`src/assert_macros.svh`:
```
// Assertion helpers shared by the RTL.
// Both macros sample on clk_i and are disabled while rst_ni is low.
`ifndef ASSERT_MACROS_SVH
`define ASSERT_MACROS_SVH

// Check a property that holds in the same cycle.
`define ASSERT_CHK(lbl, prop, msg) \
  lbl: assert property (@(posedge clk_i) disable iff (!rst_ni) (prop)) else $error(msg);

// Check that the consequent holds in the cycle after the antecedent.
`define ASSERT_NEXT(lbl, ante, cons, msg) \
  lbl: assert property (@(posedge clk_i) disable iff (!rst_ni) (ante) |=> (cons)) \
    else $error(msg);

`endif

```
`src/tsf_pkg.sv`:
```
// ----------------------------------------------------------------------------
// tsf_pkg
// Command/status types and slope selector codes shared by the triangle
// scanline filler controller and datapath.
// ----------------------------------------------------------------------------
package tsf_pkg;

  // Which edge the shared divider works on.
  localparam logic [1:0] DIV_SEL_A = 2'd0;  // top to middle
  localparam logic [1:0] DIV_SEL_C = 2'd1;  // top to bottom (long edge)
  localparam logic [1:0] DIV_SEL_B = 2'd2;  // middle to bottom

  typedef struct packed {
    logic       load;
    logic       div_start;
    logic [1:0] div_sel;
    logic       mul;
    logic       step_top;
    logic       step_mid;
    logic       step_bot;
    logic       step_flat;
  } tsf_cmd_t;

  typedef struct packed {
    logic div_done;
    logic flat;
    logic top_empty;
    logic top_end;
    logic mid_flat;
    logic bot_end;
    logic out_free;
  } tsf_status_t;

endpackage

```
`src/tsf_div.sv`:
```
// ----------------------------------------------------------------------------
// tsf_div
// Restoring divider, one quotient bit per cycle, for a 6-bit divisor.
// ----------------------------------------------------------------------------
module tsf_div #(
  parameter int unsigned DW = 24
) (
  input  logic          clk_i,
  input  logic          rst_ni,
  input  logic          start_i,
  input  logic [DW-1:0] dividend_i,
  input  logic [5:0]    divisor_i,
  output logic          done_o,
  output logic [DW-1:0] quot_o
);

  localparam int unsigned CW = $clog2(DW);
  localparam logic [CW-1:0] LastCnt = CW'(DW - 1);

  logic          busy_q, busy_d;
  logic          done_q, done_d;
  logic [CW-1:0] cnt_q, cnt_d;
  logic [5:0]    den_q, den_d;
  logic [5:0]    rem_q, rem_d;
  logic [DW-1:0] quo_q, quo_d;
  logic [6:0]    trial;
  logic          qbit;

  always_comb begin
    trial  = {rem_q, quo_q[DW-1]};
    qbit   = (trial >= {1'b0, den_q});
    busy_d = busy_q;
    done_d = 1'b0;
    cnt_d  = cnt_q;
    den_d  = den_q;
    rem_d  = rem_q;
    quo_d  = quo_q;
    if (start_i) begin
      busy_d = 1'b1;
      cnt_d  = '0;
      den_d  = divisor_i;
      rem_d  = '0;
      quo_d  = dividend_i;
    end else if (busy_q) begin
      rem_d = qbit ? 6'(trial - {1'b0, den_q}) : trial[5:0];
      quo_d = {quo_q[DW-2:0], qbit};
      cnt_d = cnt_q + 1'b1;
      if (cnt_q == LastCnt) begin
        busy_d = 1'b0;
        done_d = 1'b1;
      end
    end
  end

  always_ff @(posedge clk_i or negedge rst_ni) begin
    if (!rst_ni) begin
      busy_q <= 1'b0;
      done_q <= 1'b0;
      cnt_q  <= '0;
    end else begin
      busy_q <= busy_d;
      done_q <= done_d;
      cnt_q  <= cnt_d;
    end
  end

  always_ff @(posedge clk_i) begin
    den_q <= den_d;
    rem_q <= rem_d;
    quo_q <= quo_d;
  end

  assign done_o = done_q;
  assign quot_o = quo_q;

endmodule

```
`src/tsf_datapath.sv`:
```
// ----------------------------------------------------------------------------
// tsf_datapath
// Vertex sort, slope registers, edge accumulators and the span output register.
// ----------------------------------------------------------------------------
module tsf_datapath import tsf_pkg::*; #(
  parameter int unsigned SCREEN_HEIGHT = 64,
  parameter int unsigned SCREEN_WIDTH  = 256,
  parameter int unsigned FRACTION_BITS = 16
) (
  input  logic        clk_i,
  input  logic        rst_ni,
  input  logic [7:0]  vert0_x_i,
  input  logic [5:0]  vert0_y_i,
  input  logic [7:0]  vert1_x_i,
  input  logic [5:0]  vert1_y_i,
  input  logic [7:0]  vert2_x_i,
  input  logic [5:0]  vert2_y_i,
  input  logic [15:0] fill_color_i,
  input  tsf_cmd_t    cmd_i,
  output tsf_status_t status_o,
  input  logic        out_ready_i,
  output logic        out_valid_o,
  output logic [5:0]  span_row_o,
  output logic [7:0]  span_x_a_o,
  output logic [7:0]  span_x_b_o,
  output logic [15:0] span_color_o,
  output logic        last_span_o
);

  localparam int unsigned DW = FRACTION_BITS + 8;
  localparam int unsigned SW = DW + 1;
  localparam int unsigned PW = FRACTION_BITS + 16;
  localparam int unsigned IW = PW - FRACTION_BITS;
  localparam logic [IW-1:0] XMax     = IW'(SCREEN_WIDTH - 1);
  localparam logic [6:0]    RowLimit = 7'(SCREEN_HEIGHT);
  localparam logic [5:0]    LastRow  = 6'(SCREEN_HEIGHT - 1);

  function automatic logic [7:0] edge_x(input logic signed [PW-1:0] p);
    logic [IW-1:0] v;
    v = p[PW-1:FRACTION_BITS];
    if (p[PW-1]) v = '0;
    else if (v > XMax) v = XMax;
    return v[7:0];
  endfunction

  function automatic logic signed [PW-1:0] fix_pos(input logic [7:0] x);
    return $signed({{(PW-8-FRACTION_BITS){1'b0}}, x, {FRACTION_BITS{1'b0}}});
  endfunction

  // Sorted vertices: top, middle, bottom.
  logic [7:0] tx_q, mx_q, bx_q;
  logic [5:0] ty_q, my_q, by_q;
  logic [15:0] color_q;
  logic [7:0] s0x, s1x, s2x, hx;
  logic [5:0] s0y, s1y, s2y, hy;

  // Stable insertion sort by row.
  always_comb begin
    hx = '0; hy = '0;
    s0x = vert0_x_i; s0y = vert0_y_i;
    s1x = vert1_x_i; s1y = vert1_y_i;
    s2x = vert2_x_i; s2y = vert2_y_i;
    if (s0y > s1y) begin
      hx = s0x; hy = s0y; s0x = s1x; s0y = s1y; s1x = hx; s1y = hy;
    end
    if (s1y > s2y) begin
      hx = s1x; hy = s1y; s1x = s2x; s1y = s2y; s2x = hx; s2y = hy;
    end
    if (s0y > s1y) begin
      hx = s0x; hy = s0y; s0x = s1x; s0y = s1y; s1x = hx; s1y = hy;
    end
  end

  // Divider operands.
  logic [7:0]    op_sx, op_ex;
  logic [5:0]    op_sy, op_ey, op_dy;
  logic [8:0]    op_dx, op_mag;
  logic [DW-1:0] div_quot;
  logic          div_done;
  logic signed [SW-1:0] slope_new;

  always_comb begin
    case (cmd_i.div_sel)
      DIV_SEL_A: begin op_sx = tx_q; op_ex = mx_q; op_sy = ty_q; op_ey = my_q; end
      DIV_SEL_C: begin op_sx = tx_q; op_ex = bx_q; op_sy = ty_q; op_ey = by_q; end
      default:   begin op_sx = mx_q; op_ex = bx_q; op_sy = my_q; op_ey = by_q; end
    endcase
    op_dx  = {1'b0, op_ex} - {1'b0, op_sx};
    op_mag = op_dx[8] ? 9'(-op_dx) : op_dx;
    op_dy  = op_ey - op_sy;
    if (op_dy == '0) slope_new = '0;
    else if (op_dx[8]) slope_new = -$signed({1'b0, div_quot});
    else slope_new = $signed({1'b0, div_quot});
  end

  tsf_div #(.DW(DW)) u_div (
    .clk_i      (clk_i),
    .rst_ni     (rst_ni),
    .start_i    (cmd_i.div_start),
    .dividend_i ({op_mag[7:0], {FRACTION_BITS{1'b0}}}),
    .divisor_i  (op_dy),
    .done_o     (div_done),
    .quot_o     (div_quot)
  );

  logic signed [SW-1:0] sa_q, sb_q, sc_q;
  logic signed [PW-1:0] prod_b_q, prod_c_q, acc_a_q, acc_c_q;
  logic [5:0]           row_q, kb;
  logic [7:0]           lo_x, hi_x;

  assign kb = by_q - my_q - 6'd1;

  always_comb begin
    lo_x = tx_q;
    hi_x = tx_q;
    if (mx_q < lo_x) lo_x = mx_q;
    if (bx_q < lo_x) lo_x = bx_q;
    if (mx_q > hi_x) hi_x = mx_q;
    if (bx_q > hi_x) hi_x = bx_q;
  end

  always_ff @(posedge clk_i) begin
    if (cmd_i.load) begin
      tx_q <= s0x; ty_q <= s0y;
      mx_q <= s1x; my_q <= s1y;
      bx_q <= s2x; by_q <= s2y;
      color_q <= fill_color_i;
    end
    if (div_done) begin
      case (cmd_i.div_sel)
        DIV_SEL_A: sa_q <= slope_new;
        DIV_SEL_C: sc_q <= slope_new;
        default:   sb_q <= slope_new;
      endcase
    end
    if (cmd_i.mul) begin
      prod_b_q <= $signed({1'b0, kb}) * sb_q;
      prod_c_q <= $signed({1'b0, kb}) * sc_q;
      acc_a_q  <= fix_pos(tx_q);
      acc_c_q  <= fix_pos(tx_q);
      row_q    <= ty_q;
    end
    if (cmd_i.step_top) begin
      acc_a_q <= acc_a_q + PW'(sa_q);
      acc_c_q <= acc_c_q + PW'(sc_q);
      row_q   <= row_q + 6'd1;
    end
    if (cmd_i.step_mid) begin
      acc_a_q <= fix_pos(bx_q) - prod_b_q;
      acc_c_q <= fix_pos(bx_q) - prod_c_q;
      row_q   <= my_q + 6'd1;
    end
    if (cmd_i.step_bot) begin
      acc_a_q <= acc_a_q + PW'(sb_q);
      acc_c_q <= acc_c_q + PW'(sc_q);
      row_q   <= row_q + 6'd1;
    end
  end

  // Span output register.
  logic       emit;
  logic [5:0] e_row;
  logic [7:0] e_xa, e_xb;
  logic       out_valid_q, out_valid_d;
  logic [5:0] o_row_q;
  logic [7:0] o_xa_q, o_xb_q;
  logic [15:0] o_color_q;
  logic       o_last_q;

  assign emit = cmd_i.step_top | cmd_i.step_mid | cmd_i.step_bot | cmd_i.step_flat;

  always_comb begin
    e_row = row_q;
    e_xa  = edge_x(acc_a_q);
    e_xb  = edge_x(acc_c_q);
    if (cmd_i.step_mid) begin
      e_row = my_q;
      e_xa  = edge_x(fix_pos(mx_q));
      if (my_q == by_q) e_xb = edge_x(fix_pos(bx_q));
    end else if (cmd_i.step_flat) begin
      e_row = ty_q;
      e_xa  = edge_x(fix_pos(lo_x));
      e_xb  = edge_x(fix_pos(hi_x));
    end
    out_valid_d = out_valid_q;
    if (emit) out_valid_d = ({1'b0, e_row} < RowLimit);
    else if (out_ready_i) out_valid_d = 1'b0;
  end

  always_ff @(posedge clk_i or negedge rst_ni) begin
    if (!rst_ni) out_valid_q <= 1'b0;
    else out_valid_q <= out_valid_d;
  end

  always_ff @(posedge clk_i) begin
    if (emit) begin
      o_row_q   <= e_row;
      o_xa_q    <= e_xa;
      o_xb_q    <= e_xb;
      o_color_q <= color_q;
      o_last_q  <= (e_row == by_q) || (e_row == LastRow);
    end
  end

  assign out_valid_o  = out_valid_q;
  assign span_row_o   = o_row_q;
  assign span_x_a_o   = o_xa_q;
  assign span_x_b_o   = o_xb_q;
  assign span_color_o = o_color_q;
  assign last_span_o  = o_last_q;

  assign status_o.div_done  = div_done;
  assign status_o.flat      = (ty_q == by_q);
  assign status_o.top_empty = (ty_q == my_q);
  assign status_o.top_end   = (row_q + 6'd1 == my_q);
  assign status_o.mid_flat  = (my_q == by_q);
  assign status_o.bot_end   = (row_q == by_q);
  assign status_o.out_free  = !out_valid_q || out_ready_i;

endmodule

```
`src/tsf_ctrl.sv`:
```
// ----------------------------------------------------------------------------
// tsf_ctrl
// Sequencer: sort/load, then a single span for a flat triangle, or three slope divisions, setup and one row per step.
// ----------------------------------------------------------------------------
module tsf_ctrl import tsf_pkg::*; (
  input  logic        clk_i,
  input  logic        rst_ni,
  input  logic        in_valid_i,
  output logic        in_ready_o,
  input  tsf_status_t status_i,
  output tsf_cmd_t    cmd_o
);

  localparam logic [3:0] S_IDLE  = 4'd0;
  localparam logic [3:0] S_CHECK = 4'd1;
  localparam logic [3:0] S_DIVGO = 4'd2;
  localparam logic [3:0] S_DIVWT = 4'd3;
  localparam logic [3:0] S_MUL   = 4'd4;
  localparam logic [3:0] S_TOP   = 4'd5;
  localparam logic [3:0] S_MID   = 4'd6;
  localparam logic [3:0] S_BOT   = 4'd7;
  localparam logic [3:0] S_FLAT  = 4'd8;

  logic [3:0] state_q, state_d;
  logic [1:0] sel_q, sel_d;

  always_comb begin
    state_d = state_q;
    sel_d   = sel_q;
    cmd_o   = '0;
    cmd_o.div_sel = sel_q;
    unique case (state_q)
      S_IDLE: begin
        if (in_valid_i) begin
          cmd_o.load = 1'b1;
          state_d    = S_CHECK;
        end
      end
      S_CHECK: begin
        sel_d   = DIV_SEL_A;
        state_d = status_i.flat ? S_FLAT : S_DIVGO;
      end
      S_DIVGO: begin
        cmd_o.div_start = 1'b1;
        state_d         = S_DIVWT;
      end
      S_DIVWT: begin
        if (status_i.div_done) begin
          if (sel_q == DIV_SEL_B) begin
            state_d = S_MUL;
          end else begin
            sel_d   = sel_q + 2'd1;
            state_d = S_DIVGO;
          end
        end
      end
      S_MUL: begin
        cmd_o.mul = 1'b1;
        state_d   = status_i.top_empty ? S_MID : S_TOP;
      end
      S_TOP: begin
        if (status_i.out_free) begin
          cmd_o.step_top = 1'b1;
          if (status_i.top_end) state_d = S_MID;
        end
      end
      S_MID: begin
        if (status_i.out_free) begin
          cmd_o.step_mid = 1'b1;
          state_d = status_i.mid_flat ? S_IDLE : S_BOT;
        end
      end
      S_BOT: begin
        if (status_i.out_free) begin
          cmd_o.step_bot = 1'b1;
          if (status_i.bot_end) state_d = S_IDLE;
        end
      end
      S_FLAT: begin
        if (status_i.out_free) begin
          cmd_o.step_flat = 1'b1;
          state_d = S_IDLE;
        end
      end
      default: state_d = S_IDLE;
    endcase
  end

  always_ff @(posedge clk_i or negedge rst_ni) begin
    if (!rst_ni) begin
      state_q <= S_IDLE;
      sel_q   <= DIV_SEL_A;
    end else begin
      state_q <= state_d;
      sel_q   <= sel_d;
    end
  end

  assign in_ready_o = (state_q == S_IDLE);

endmodule

```
`src/triangle_scanline_filler.sv`:
```
// Sequence: a triangle holds the sequencer through setup (accept, check, three
// slope divisions of start, DW steps and done on one shared radix-2 divider,
// product setup), then one covered row per cycle while the output is not stalled;
// a flat triangle takes accept, check and its single span.
// Throughput: one triangle at a time; a new one is accepted once the last span
// is in the output register. Output stalls hold the row stepper.
// Reset: asynchronous active-low, clears the sequencer and the output valid.
// ----------------------------------------------------------------------------
// triangle_scanline_filler
// Splits a triangle at its middle vertex and emits one span per covered row.
// ----------------------------------------------------------------------------
`include "assert_macros.svh"

module triangle_scanline_filler import tsf_pkg::*; #(
  parameter int unsigned SCREEN_HEIGHT = 64,
  parameter int unsigned SCREEN_WIDTH  = 256,
  parameter int unsigned FRACTION_BITS = 16
) (
  input  logic        clk_i,
  input  logic        rst_ni,
  input  logic        in_valid_i,
  output logic        in_ready_o,
  input  logic [7:0]  vert0_x_i,
  input  logic [5:0]  vert0_y_i,
  input  logic [7:0]  vert1_x_i,
  input  logic [5:0]  vert1_y_i,
  input  logic [7:0]  vert2_x_i,
  input  logic [5:0]  vert2_y_i,
  input  logic [15:0] fill_color_i,
  output logic        out_valid_o,
  input  logic        out_ready_i,
  output logic [5:0]  span_row_o,
  output logic [7:0]  span_x_a_o,
  output logic [7:0]  span_x_b_o,
  output logic [15:0] span_color_o,
  output logic        last_span_o
);

  tsf_cmd_t    cmd;
  tsf_status_t status;
  logic        step_any;

  tsf_ctrl u_ctrl (
    .clk_i      (clk_i),
    .rst_ni     (rst_ni),
    .in_valid_i (in_valid_i),
    .in_ready_o (in_ready_o),
    .status_i   (status),
    .cmd_o      (cmd)
  );

  tsf_datapath #(
    .SCREEN_HEIGHT (SCREEN_HEIGHT),
    .SCREEN_WIDTH  (SCREEN_WIDTH),
    .FRACTION_BITS (FRACTION_BITS)
  ) u_dp (
    .clk_i        (clk_i),
    .rst_ni       (rst_ni),
    .vert0_x_i    (vert0_x_i),
    .vert0_y_i    (vert0_y_i),
    .vert1_x_i    (vert1_x_i),
    .vert1_y_i    (vert1_y_i),
    .vert2_x_i    (vert2_x_i),
    .vert2_y_i    (vert2_y_i),
    .fill_color_i (fill_color_i),
    .cmd_i        (cmd),
    .status_o     (status),
    .out_ready_i  (out_ready_i),
    .out_valid_o  (out_valid_o),
    .span_row_o   (span_row_o),
    .span_x_a_o   (span_x_a_o),
    .span_x_b_o   (span_x_b_o),
    .span_color_o (span_color_o),
    .last_span_o  (last_span_o)
  );

  assign step_any = cmd.step_top | cmd.step_mid | cmd.step_bot | cmd.step_flat;

  `ASSERT_CHK(a_no_step_idle, !(in_ready_o && step_any), "row step while idle")
  `ASSERT_CHK(a_step_needs_room, !step_any || status.out_free, "span overwrites a pending span")
  `ASSERT_NEXT(a_busy_after_accept, in_valid_i && in_ready_o, !in_ready_o, "ready right after accept")

endmodule
```
`config.mk`:
```
export PLATFORM = sky130hd
export DESIGN_NAME = triangle_scanline_filler
export DESIGN_NICKNAME = d
export VERILOG_FILES = /design/src/tsf_pkg.sv /design/src/tsf_div.sv /design/src/tsf_datapath.sv /design/src/tsf_ctrl.sv /design/src/triangle_scanline_filler.sv
export VERILOG_INCLUDE_DIRS = /design/src /design/src/src
export SDC_FILE = /design/constraint.sdc
export NUM_CORES = 2
export LEC_CHECK = 0
export BUFFER_PORTS_ARGS = -buffer_cell sky130_fd_sc_hd__buf_2
export CORE_ASPECT_RATIO = 0.8
export CORE_UTILIZATION = 40
export CTS_BUF_LIST = sky130_fd_sc_hd__clkbuf_2
export CTS_CLUSTER_DIAMETER = 40
export DETAILED_ROUTE_END_ITERATION = 10
export GPL_TIMING_DRIVEN = 0
export PLACE_DENSITY = 0.65
export SETUP_SLACK_MARGIN = 0.1
export SLEW_MARGIN = 15
export SYNTH_ARGS = -nofsm -noshare
export SYNTH_HDL_FRONTEND = slang
export SYNTH_SLANG_ARGS = --single-unit
```
`constraint.sdc`:
```
create_clock -name clk_i -period 9.29 [get_ports clk_i]
set_clock_uncertainty 0.2 [all_clocks]
set_input_delay 0.4645 -clock clk_i [delete_from_list [all_inputs] [get_ports clk_i]]
set_output_delay 0.4645 -clock clk_i [all_outputs]
set_load 0.02 [all_outputs]
```
==> run metrics <==
run status=finished with violations; failing checks=DRC; IO buf count=102; Mapped Cells=3,545; CP top delay family=adder cells; vias in the first global route=27.4k; Seq/Total Area, Yosys=30.5%; Starting Density=40.5%; final hold vios=0; top_reg_cell synth=edfxtp_1; fraction of layout instances using a drive strength above 1=8.04%; crit path launch type=flip-flop; first-pass GRT wire length=164,000 um; Tmin final=between 8 and 9 ns; CTS root buf=clkbuf_2; Inserted Clock Buffers=89; final core occ=45.6%; RSZ-0062 raised after global routing=no; post-CTS sizing=0; I/O pin cnt=between 100 and 150; Antenna Violating Nets Remaining=0; LEAKAGE=17.0 nW; final setup margin=0.578 ns; cell row count=between 90 and 100; placed instance area=0.0362 sq mm; Crit path largest cell delay=0.93 ns; most frequent cells in the layout=inv_1, edfxtp_1, ha_1, and2_1, nand2_1; Worst Path Arrival=9.40 ns; Pint=roughly 7.9 mW; # nets final=4,468; TNS Setup=0 ns; largest net degree at the start of global routing=59; flops & latches, synth=356; Final period util=about 94%; CTS hold repair buffers=roughly 130; H-tree Lvls=3; First-pass DRT Iterations=10; fmax=115 MHz; async set-reset flop share out of synthesis=3.93%; Vias/cell=5.67; overall routed net length=between 100,000 and 150,000 um; pre-CTS WS=0.736 ns; peak supply drop=0.421 mV; Die X=328 um; clock-pin slew on the worst setup and hold paths=0.11 ns; clock buffer depth=3; syn nets=just over 4k; syn_area_per_cell=just under 10 sq um; Gate power share=75.4%; P_sw=7.88 mW; die area=0.0864 sq mm; post-DP HPWL=82,000 um; Critical Path, Cell by Cell=clkbuf_1 -> inv_1 -> ha_1 -> fa_1 -> xor2_1 -> clkbuf_1 -> and2_1 -> fa_1 -> fa_1 -> fa_1 -> inv_1 -> fa_1 -> inv_1 -> ha_1 -> o21ai_0 -> nor2_1 -> a21oi_1 -> a2111oi_0 -> o41ai_1 -> o21ai_0 -> nor3_1 -> o21bai_1 -> a21oi_1 -> xnor2_1; antenna violations before repair=7; HP Class=in -> reg; post-synthesis cell area=0.0341 sq mm; Core ar.=0.0842 sq mm; Power Dens Cells=411 mW/mm^2; Die Y=roughly 260 um; Sw Share=50.1%; Vias=approximately 29k; most frequent CP cell=fa_1; 1st-iter DRT viols=~3.4k; Worst setup EP type=flip-flop; Sink Count=356; commonest non-fill, non-tap cell in the layout=inv_1; DRC viols=4; total track usage=24.7%; Cell variety after synth=83; design area=0.0383 sq mm; Final Setup Violations=0; number of flops mapped to enable cells by yosys=320; Slew @ Worst Pin=1.22 ns; critical-path maximum fanout=10; Layout area overhead=12.4%; Crit-path slowest cell=xor2_1; Avg WL per Cell=between 20 and 25 um; CP bufs+invs=5; CP required=between 9 and 10 ns; max_cap viols=0; Synthesis Warnings=0; GPL Wtd Cong=0.968; max_slew headroom=18.3%; gr ovfl total=0; Slew Viols, Final=0; clk_lat worst skew=1.19 ns; postcts setup bufs=0; TritonCTS clock tree=built; Crit Path Class=reg -> reg; sequential share of power=17.2%; Clock Power Share=7.3%
-- area by class of cell --
class                           count  area [sq um]
Tap cell                         1115          1400
Multi-Input combinational cell   2666         21800
Antenna cell                        5          12.5
Buffer                            121           459
Inverter                          402          1510
Sequential cell                   356         10400
Timing Repair Buffer              245          1960
Fill cell                        8033         45800
Clock inverter                     30           198
Clock buffer                      124           621
-- power by group through the flow --
stage	combinational (mW)	sequential, mW	clock [mW]
finish	11.9	2.71	1.16
global route	13.4	2.72	1.25
CTS	11.8	2.70	1.17
detailed placement	11.7	2.74	0
global placement	11.5	2.74	0
floorplan	8.74	2.68	0
-- worst min-delay path: cells and delay by family --
kind | cells | cell delay [ns]
AO/OA/AOI/OAI | 2 | 0.17
buffers and inverters | 2 | 0.67
-- layer usage --
| layer | global-route usage [%] | up-vias | wire [um] |
|---|---|---|---|
| met5 | 0 | - | 0 |
| met4 | 6.85 | 0 | 2800 |
| met3 | 5.75 | 217 | 12200 |
| met2 | 34.9 | 1456 | 44100 |
| met1 | 37.1 | 13900 | 48500 |
| li1 | - | 13100 | - |
-- stage by stage --
| stage | hold slack (ns) | total power, mW | std cells |
|---|---|---|---|
| finish | 0.116 | 15.8 | 5064 |
| global route | 0.0948 | 17.3 | 5061 |
| CTS | 0.00917 | 15.7 | 5059 |
| detailed placement | 0.206 | 14.4 | 4772 |
| global placement | 0.196 | 14.2 | 4762 |
| floorplan | -0.0311 | 11.4 | 3545 |
-- worst paths after layout --
| kind | from | to | slack (ns) | depth (start not counted) |
|---|---|---|---|---|
| worst max-delay path | u_dp.my_q[0]$_DFFE_PP_ | u_dp.prod_c_q[30]$_DFFE_PP_ | 0.58 | 24 |
| worst min-delay path | vert0_x_i[3] | u_dp.mx_q[3]$_DFFE_PP_ | 0.12 | 4 |
| min in group asynchronous | rst_ni | u_dp.out_valid_o$_DFFE_PN0P_ | 0.25 | 3 |
| worst max register to register | u_dp.my_q[0]$_DFFE_PP_ | u_dp.prod_c_q[30]$_DFFE_PP_ | 0.58 | 24 |
| worst min register to register | u_dp.color_q[12]$_DFFE_PP_ | u_dp.span_color_o[12]$_DFFE_PP_ | 0.23 | 0 |
| max in group asynchronous | rst_ni | u_dp.u_div.cnt_q[0]$_DFFE_PN0P_ | 8.11 | 3 |
-- kinds of logic after synthesis --
kind of cell,Yosys count,share of synthesized area (%)
and+or+nand+nor,993,14.8
AOI/OAI and AO/OA,751,14.3
adders and majority gates,525,24.0
buffers and inverters,523,5.77
DFF,356,30.5
xor gates and xnor gates,283,7.29
muxes,114,3.44
-- state kept, by name (all words and copies together), names as in the netlist, 5 cells and up --
name and count:
u_dp.span_row_o 6, u_dp.mx_q 8, u_dp.row_q 6, u_dp.ty_q 6
u_dp.by_q 6, u_dp.acc_a_q 32, u_dp.prod_b_q 32, u_dp.span_x_a_o 8
u_dp.tx_q 8, u_dp.sc_q 25, u_dp.sa_q 25, u_dp.prod_c_q 32
u_dp.color_q 16, u_dp.u_div.cnt_q 5, u_dp.acc_c_q 32, u_dp.span_x_b_o 8
u_dp.u_div.rem_q 6, u_dp.u_div.den_q 6, u_dp.my_q 6, u_dp.bx_q 8
u_dp.u_div.quot_o 24, u_dp.span_color_o 16, u_dp.sb_q 25
-- cell usage after synthesis, types with 52 or more instances --
library cell | n | area, sq um
xnor2_1 | 176 | 1540
and2_1 | 263 | 1650
nor2_1 | 205 | 769
fa_1 | 213 | 4260
ha_1 | 312 | 3900
inv_1 | 401 | 1510
mux2i_1 | 89 | 891
o21ai_0 | 156 | 781
xor2_1 | 106 | 928
nand2_1 | 246 | 923
a21oi_1 | 197 | 986
a21o_1 | 92 | 691
nand3_1 | 52 | 260
clkbuf_1 | 111 | 417
edfxtp_1 | 320 | 9610
No activity file was read; power rests on OpenSTA's default activity.
